### src/design/word_break_matcher_defines.svh
// assertion macros for the word break matcher
`ifndef WORD_BREAK_MATCHER_DEFINES_SVH
`define WORD_BREAK_MATCHER_DEFINES_SVH

// same-cycle implication, checked outside reset
`define WBM_ASSERT_NOW(label, ante, cons) \
    label: assert property (@(posedge i_clk) disable iff (!i_rst_n) (ante) |-> (cons)) \
        else $error("word_break_matcher same-cycle check failed");

// next-cycle implication, checked outside reset
`define WBM_ASSERT_NEXT(label, ante, cons) \
    label: assert property (@(posedge i_clk) disable iff (!i_rst_n) (ante) |=> (cons)) \
        else $error("word_break_matcher next-cycle check failed");

`endif

### src/design/wbm_match_unit.sv
// shared compare unit: one stored word against the text window
`timescale 1ns / 1ps

module wbm_match_unit #(
    parameter int MAX_WORD = 16,
    parameter int LEN_W    = $clog2(MAX_WORD + 1)
) (
    input  logic [LEN_W-1:0]         i_row_len,
    input  logic [MAX_WORD-1:0][7:0] i_row_chars,
    input  logic [MAX_WORD-1:0][7:0] i_window,
    input  logic [MAX_WORD:0]        i_history,
    output logic                     o_match
);

    logic [MAX_WORD-1:0] hit;
    logic                gate;

    // rows are stored newest-first, so position j lines up with window entry j
    always_comb begin
        for (int j = 0; j < MAX_WORD; j++) begin
            hit[j] = (LEN_W'(j) >= i_row_len) || (i_row_chars[j] == i_window[j]);
        end
    end

    // prefix in front of the word must itself be breakable
    assign gate    = (i_row_len != '0) ? i_history[i_row_len - 1'b1] : 1'b0;
    assign o_match = gate && (&hit);

endmodule
### config.mk
export PLATFORM = sky130hd
export DESIGN_NAME = wbm_match_unit
export DESIGN_NICKNAME = d
export VERILOG_FILES = /design/src/design/word_break_matcher_defines.svh /design/src/design/wbm_match_unit.sv
export SDC_FILE = /design/constraint.sdc
export NUM_CORES = 1
export LEC_CHECK = 0
export BUFFER_PORTS_ARGS = -buffer_cell sky130_fd_sc_hd__buf_2
export CAP_MARGIN = 20
export CORE_AREA = 2 2 109 111
export DETAILED_ROUTE_END_ITERATION = 10
export DIE_AREA = 0 0 111 113
export RECOVER_POWER = 50
export SLEW_MARGIN = 10
export SYNTH_ARGS = -nofsm -noshare
export SYNTH_HDL_FRONTEND = slang
export SYNTH_SLANG_ARGS = --single-unit
### constraint.sdc
create_clock -name vclk -period 3.25
set_input_delay 0.65 -clock vclk [all_inputs]
set_output_delay 0.65 -clock vclk [all_outputs]
set_load 0.03 [all_outputs]
==> summary.txt, run 1 <==
Layout clock buffers -> 0
Comb power frac -> 100.0%
GRT Residual Overflow -> 0
Largest family of logic cells by synthesized area -> XOR/XNOR gates
Post-synth top area share -> 42.6%
Post-DP Area -> 0.00368 mm²
Clk pwr share -> 0%
Initial antenna violation count -> 1
Post-Synth Simple-Gate Area -> 20.5%
Final worst-path cycle share -> 99.2%
Worst endpoint required time -> 2.60 ns
Internal Power -> 0.275 mW
Synth Area in Compound Gates -> 10.8%
Slew headroom -> 68.4%
Final instance area -> 0.00380 mm²
HP Class -> input pin to output pin
Sw frac -> 39.8%
Die W -> 111 µm
Synth Instances -> 246
CP Capture Type -> output pin
Core Area -> 0.0113 mm²
Pwr dens -> 120 mW/mm²
Seq/Total Area, Yosys -> 0%
GR Layer Usage met3 -> 1.93%
Seq Cell Count -> 0
Initial Utilization -> 17.5%
Final hold vios -> 0
Commonest cells after routing, fill and taps aside -> buf_2, xnor2_1, xor2_1
DP Wirelength -> 8250 µm
Final setup viols -> 0
DRC viols -> 0
Fin worst setup slack -> 0.0245 ns
Top Usage Layer GRT -> met2
Pre-CTS setup slack -> -0.129 ns
Initial DRC Count -> 65
First-pass GRT wire length -> 13200 µm
Layout cells sized above 1 -> 60.0%
Post-Synth XOR/XNOR Area -> 57.7%
Unrepaired setup endpoints after global routing -> true
Nets@finish -> 831
Met1 usage -> 14.5%
Synth warn -> 0
GPL Wtd Cong -> 0.778
FF/Latch Area -> 0 µm²
Startpoint Class -> input pin
Largest net degree at the start of global routing -> 11
Routed Wire Length -> 8800 µm
Area contributors post-synth -> xnor2_1, xor2_1, nand4_1
Design Power -> 0.457 mW
Vias/cell -> 4.19
Mean Syn Cell Area -> 8.03 µm²
Die Height -> 113 µm
Depth of the worst hold-timing path -> 5
Num ports -> 279
Crit path time final -> 3.23 ns
Mapped cell area -> 0.00197 mm²
Post-synth net total -> 528
Largest area contributor in the netlist -> xnor2_1
Outcome -> complete, no violations
ANT nets after route -> 0
VDD IR-drop max -> 0.0603 mV
Post-synthesis mux area share -> 4.63%
Worst-margin pin slew -> 0.469 ns
DR vias -> 2898
Total GRT Usage -> 12.7%
Slew Viols, Final -> 0
WL/cell -> 12.7 µm
Max Clk Rate -> 310 MHz
Vias in the first global route -> 2892
Cell Rows -> 39
Commonest non-fill, non-tap cell in the layout -> buf_2
Die area -> 0.0125 mm²
Post-Synth Adder-Cell Area -> 3.11%
Min Hold Slack -> 2.01 ns
I/O Buffers -> 279
Area growth from synthesis to layout -> 92.5%
Critical setup path kind -> input pin to output pin
Switch Pwr -> 0.182 mW
LEAKAGE -> 1.81 nW
Arrival time at the worst endpoint -> 2.58 ns
Synth cell types -> 43
Fillers -> 1264
Max-cap viol count -> 0
GR Layer Usage met2 -> 25.6%
Share of power burned in registers -> 0%
Max FO, Critical Path -> 7
Drt pass-1 iters -> 4
[what timing repair did]
item | 4_1_cts | 5_1_grt
buffers inserted | 2 | 2
resized for setup | 6 | 10
endpoints found under the setup margin | 1 | 1
pin swaps | 6 | 7
hold buffers | 0 | 0
[worst max-delay path, stage by stage]
cell,delay [ns]
buf_6,0.09
buf_6,0.12
or4_4,0.57
a21oi_2,0.16
a22o_2,0.16
a221oi_2,0.04
a211o_1,0.29
nor4_4,0.28
buf_4,0.21
[area by class of cell]
cell class         count  area, µm²  share of cell area (%)
diodes                 1       2.50                  0.0658
repair buffers       306       1620                    42.7
inverters              5       18.8                   0.494
multi-input cells    236       1980                    52.1
well taps            143        179                    4.71
[logic make-up after synthesis]
| kind of cell | count (synthesis) |
|---|---|
| AOI/OAI and AO/OA | 30 |
| xor gates and xnor gates | 130 |
| adders and majority gates | 5 |
| buffers and inverters | 10 |
| muxes | 6 |
| and+or+nand+nor | 65 |
[per-stage QoR]
stage | cells | utilization, % | setup TNS [ns]
2_1_floorplan | 246 | - | 0
3_3_place_gp | 686 | 32.7 | -0.0687
3_5_place_dp | 686 | 32.7 | -0.129
4_1_cts | 688 | 33.1 | 0
5_1_grt | 691 | 33.7 | -0.0576
6_report | 691 | 33.7 | 0
[metal layers]
layer  routed length (µm)  vias to the layer above
met5                    0                        -
met4                   69                        0
met3                  651                        6
met2                 4790                      136
met1                 3290                     1260
li1                     -                     1496
[power groups by stage]
| stage | Combinational [mW] | Sequential [mW] | Clock (mW) |
|---|---|---|---|
| after global placement | 0.441 | 0 | 0 |
| final | 0.457 | 0 | 0.0000000411 |
| after global routing | 0.503 | 0 | 0.0000000411 |
| after CTS | 0.453 | 0 | 0 |
| after floorplan | 0.203 | 0 | 0 |
| after detailed placement | 0.445 | 0 | 0 |
[Yosys cell counts (4+ instances only)]
master / count
ha_1: 4
nor2_1: 6
nor4_1: 14
nand4_1: 26
nand2_1: 5
xnor2_1: 96
xor2_1: 34
inv_1: 5
o31ai_1: 4
o21ai_0: 5
a21oi_1: 6
[path summary, 6_finish.rpt]
kind                    startpoint      end  slack (ns)
worst max-delay path  i_row_len[1]  o_match        0.02
worst min-delay path  i_row_len[4]  o_match        2.01
Power figures use the tool's default switching activity.
==> run 2: changes to the inputs <==
==> constraint.sdc (replaced) <==
create_clock -name vclk -period 3.25
set_input_delay 0.65 -clock vclk [all_inputs]
set_output_delay 0.65 -clock vclk [all_outputs]
set_load 0.05 [all_outputs]
==> run 2 against run 1 <==
  * The run now ends with negative setup slack left
  * Largest cell class unchanged
  * Worst hold slack got worse by 0.025 ns
  * Critical endpoint unchanged
  * Final cell count fell by 0.29%
  * Global-route usage rose by 0.92 points
==> summary.txt, run 2 (synthesized netlist as in run 1, its figures left out) <==
Die area -> 0.0125 mm² (unchanged)
WHS Endpoint -> o_match
FF/Latch Area -> 0 µm² (unchanged)
Fin worst setup slack -> -0.00329 ns (-0.0278 ns)
LEAKAGE -> 1.80 nW (-1.0%)
Crit path time final -> 3.25 ns (+0.0278 ns)
Die W -> 111 µm (unchanged)
I/O Buffers -> 279 (unchanged)
CP cell instances -> buf_8, clkinvlp_4, ha_4, nand3_2, maj3_2, a21oi_2, or4b_4, nor4_4, buf_6
Multi-input gate area -> 0.00200 mm² (+1.1%)
Placed Cells -> 688 (+0.29%)
Slew Viols, Final -> 0 (unchanged)
Failing checks -> negative setup slack
Num ports -> 279 (unchanged)
Layout cells sized above 1 -> 60.9% (+0.95 points)
VDD IR-drop max -> 0.0571 mV (-5.3%)
Post-route insts no fill -> 689 (-0.29%)
Largest net degree at the start of global routing -> 12 (+1)
DRC viols -> 0 (unchanged)
Pwr dens -> 121 mW/mm² (+0.65%)
Die Height -> 113 µm (unchanged)
Arrival time at the worst endpoint -> 2.60 ns (+0.02 ns)
ANT nets after route -> 0 (unchanged)
WL/cell -> 12.9 µm (+1.7%)
Max-cap viol count -> 0 (unchanged)
Total GRT Usage -> 13.6% (+0.92 points)
Fillers -> 1212 (-4.1%)
Critical setup path kind -> input pin to output pin
Nets@finish -> 829 (-0.24%)
GPL Wtd Cong -> 0.822 (+5.7%)
DP Wirelength -> 8510 µm (+3.1%)
Routed Wire Length -> 8920 µm (+1.4%)
Final worst-path cycle share -> 100% (+0.86 points)
CP peak stage delay -> 0.47 ns (-0.10 ns)
Unrepaired setup endpoints after global routing -> true
CP Capture Type -> output pin
Depth of the worst hold-timing path -> 5 (unchanged)
Outcome -> finished with violations
Vias in the first global route -> 3126 (+8.1%)
Final TNS setup -> -0.00329 ns (-0.00329 ns)
Slew headroom -> 61.9% (-6.5 points)
Commonest cells after routing, fill and taps aside -> buf_2, xnor2_1, xor2_1
Vias/cell -> 4.22 (+0.57%)
Initial antenna violation count -> 2 (+1)
Worst-margin pin slew -> 0.566 ns (+0.0965 ns)
Hold Startpoint -> i_row_len[4]
Final hold vios -> 0 (unchanged)
Final setup viols -> 1 (+1)
Initial Utilization -> 17.5% (unchanged)
Core Area -> 0.0113 mm² (unchanged)
Worst endpoint required time -> 2.60 ns (about the same)
GRT Residual Overflow -> 0 (unchanged)
Layout clock buffers -> 0 (unchanged)
HP Class -> input pin to output pin
Initial DRC Count -> 48 (-26%)
Max FO, Critical Path -> 4 (-3)
Cell Rows -> 39 (unchanged)
Slowest-stage cell, CP -> or4b_4
Drt pass-1 iters -> 4 (unchanged)
Post-CTS Hold Buffers -> 0 (unchanged)
Pre-CTS setup slack -> -0.124 ns (+0.00553 ns)
Max Clk Rate -> 307 MHz (-0.85%)
First-pass GRT wire length -> 14400 µm (+8.9%)
Startpoint Class -> input pin
Commonest non-fill, non-tap cell in the layout -> buf_2
DR vias -> 2906 (+0.28%)
Min Hold Slack -> 1.99 ns (-0.0245 ns)
Seq Cell Count -> 0 (unchanged)
Design Power -> 0.461 mW (+0.78%)
Area growth from synthesis to layout -> 92.8%
[run 2: worst max-delay path by stage]
stage / end / startpoint / cells past startpoint
floorplan: o_match / i_row_len[0] / 8
detailed placement: o_match / i_row_len[0] / 10
finish: o_match / i_row_len[0] / 9
global route: o_match / i_row_len[0] / 9
global placement: o_match / i_window[85] / 9
CTS: o_match / i_row_len[0] / 10
[run 2: through the flow]
step	utilization (%)	cell area, µm²
5_1_grt	33.8	3810
3_3_place_gp	33.2	3740
6_report	33.8	3810
2_1_floorplan	-	2030
3_5_place_dp	33.2	3740
4_1_cts	33.4	3760
[run 2: layout make-up]
| type | count | share of cell area (%) |
|---|---|---|
| inverter | 5 | 0.592 |
| multi-input combinational | 236 | 52.6 |
| timing repair buffer | 304 | 42.0 |
| antenna | 1 | 0.0657 |
| tap | 143 | 4.70 |
[run 2: per-layer routing]
layer	GRT usage, %	wire length, µm
met1	15.5	3350
met5	0	13
met4	1.17	10
met3	1.82	667
met2	27.7	4880
[run 2: what timing repair did]
action                     4_1_cts  5_1_grt
resized for setup                4       12
pin swaps                        2        2
setup buffers                    0        0
setup endpoints to repair        1        1
[run 2: worst max-delay path: cells and delay by family]
kind	cells	cell delay, ns
fa+ha+maj	2	0.60
compound gates	1	0.10
simple gates	3	0.83
buf+inv	3	0.42
[run 2: where the power goes]
part / switching, mW / internal, mW / leakage (nW)
Clock: 0 / 0.0000000412 / 0.00000634
Sequential: 0 / 0 / 0
Combinational: 0.188 / 0.273 / 1.80
==> run 3: changes to the inputs <==
Settings changed: SETUP_SLACK_MARGIN from default to 0.2.
==> run 3 against run 2 <==
  * The flow now finishes without violations
  * First-iteration DRC count grew 25%
  * Setup slack improved by 0.0035 ns
  * Core utilization is 0.067 points higher
  * Fmax grew 0.11%
  * Sequential share of layout area unchanged
  * Critical endpoint unchanged
  * Largest cell class unchanged
  * Highest routed layer unchanged
==> summary.txt, run 3 (synthesized netlist as in run 1, its figures left out) <==
Outcome -> complete, no violations
Die W -> 111 µm (unchanged)
Vias/cell -> 4.20 (-0.52%)
Post-DP Area -> 0.00374 mm² (unchanged)
Die Height -> 113 µm (unchanged)
Layout cells sized above 1 -> 61.0% (+0.072 points)
Post-route insts no fill -> 690 (+0.15%)
Seq Cell Count -> 0 (unchanged)
Die area -> 0.0125 mm² (unchanged)
Cell Rows -> 39 (unchanged)
Slew headroom -> 61.9% (unchanged)
Worst endpoint required time -> 2.60 ns (about the same)
Layout clock buffers -> 0 (unchanged)
Max Clk Rate -> 308 MHz (+0.11%)
WL/cell -> 13.0 µm (+0.27%)
Max FO, Critical Path -> 4 (unchanged)
Initial Utilization -> 17.5% (unchanged)
Commonest cells after routing, fill and taps aside -> buf_2, xnor2_1, xor2_1
I/O Buffers -> 279 (unchanged)
Total GRT Usage -> 13.6% (+0.045 points)
Area growth from synthesis to layout -> 93.2%
Slew Viols, Final -> 0 (unchanged)
DRC viols -> 0 (unchanged)
GRT Residual Overflow -> 0 (unchanged)
Core Area -> 0.0113 mm² (unchanged)
VDD IR-drop max -> 0.0572 mV (+0.17%)
Commonest non-fill, non-tap cell in the layout -> buf_2
ANT nets after route -> 0 (unchanged)
Pwr dens -> 121 mW/mm² (+0.31%)
Final setup viols -> 0 (-1)
LEAKAGE -> 1.80 nW (+0.27%)
CP Capture Type -> output pin
Final hold vios -> 0 (unchanged)
Max-cap viol count -> 0 (unchanged)
Drt pass-1 iters -> 4 (unchanged)
Startpoint Class -> input pin
Pre-CTS setup slack -> -0.124 ns (unchanged)
Final instance area -> 0.00381 mm² (+0.20%)
Worst-margin pin slew -> 0.566 ns (unchanged)
Nets@finish -> 830 (+0.12%)
Fin util -> 33.8% (+0.067 points)
Crit path time final -> 3.25 ns (-0.00348 ns)
Arrival time at the worst endpoint -> 2.60 ns (about the same)
First-pass GRT wire length -> 14400 µm (+0.28%)
Num ports -> 279 (unchanged)
Vias in the first global route -> 3133 (+0.22%)
DR vias -> 2895 (-0.38%)
Largest net degree at the start of global routing -> 12 (unchanged)
Critical setup path kind -> input pin to output pin
Post-CTS Hold Buffers -> 0 (unchanged)
Design Power -> 0.463 mW (+0.50%)
HP Class -> input pin to output pin
Fin worst setup slack -> 0.000194 ns (+0.00348 ns)
Placed Cells -> 688 (unchanged)
DP Wirelength -> 8510 µm (unchanged)
Final worst-path cycle share -> 100% (-0.11 points)
Initial DRC Count -> 60 (+25%)
Routed Wire Length -> 8950 µm (+0.41%)
Initial antenna violation count -> 2 (unchanged)
FF/Latch Area -> 0 µm² (unchanged)
GPL Wtd Cong -> 0.822 (unchanged)
Unrepaired setup endpoints after global routing -> true
[run 3: critical path, stage by stage]
cell	delay, ns
buf_8	0.09
clkinvlp_4	0.14
ha_4	0.30
nand3_2	0.07
maj3_2	0.30
a21oi_2	0.10
or4b_4	0.47
nor4_4	0.29
buf_6	0.19
[run 3: layout make-up]
type                            count  area (µm²)
Timing Repair Buffer              305        1610
Antenna cell                        1        2.50
Tap cell                          143         179
Multi-Input combinational cell    236        2000
Inverter                            5        22.5
Fill cell                        1211        7460
[run 3: repair_timing]
item | 4_1_cts | 5_1_grt
setup endpoints to repair | 1 | 1
pin swaps | 2 | 2
setup buffers | 1 | 0
resized for setup | 4 | 12
[run 3: where the power goes]
part           switching (mW)    total (mW)  leakage, nW  internal [mW]
Sequential                  0             0            0              0
Clock                       0  0.0000000412   0.00000634   0.0000000412
Combinational           0.188         0.463         1.80          0.274
Total                   0.188         0.463         1.80          0.274
[run 3: stage by stage]
stage	TNS, ns	hold WS [ns]
2_1_floorplan	-0.0711	1.75
3_3_place_gp	-0.109	2.05
3_5_place_dp	-0.124	2.05
4_1_cts	0	2.00
5_1_grt	-0.109	2.04
6_report	0	1.99
[run 3: layer usage]
| layer | up-vias | share of wire [%] | global-route usage (%) |
|---|---|---|---|
| li1 | 1494 | - | - |
| met1 | 1252 | 38 | 15.5 |
| met2 | 143 | 55 | 27.9 |
| met3 | 4 | 7.2 | 1.82 |
| met4 | 2 | 0.11 | 1.17 |
| met5 | - | 0.15 | 0 |
[run 3: final timing paths]
check,startpoint,endpoint,slack (ns),cells past startpoint
max,i_row_len[0],o_match,0.0002,9
min,i_row_len[4],o_match,1.99,5
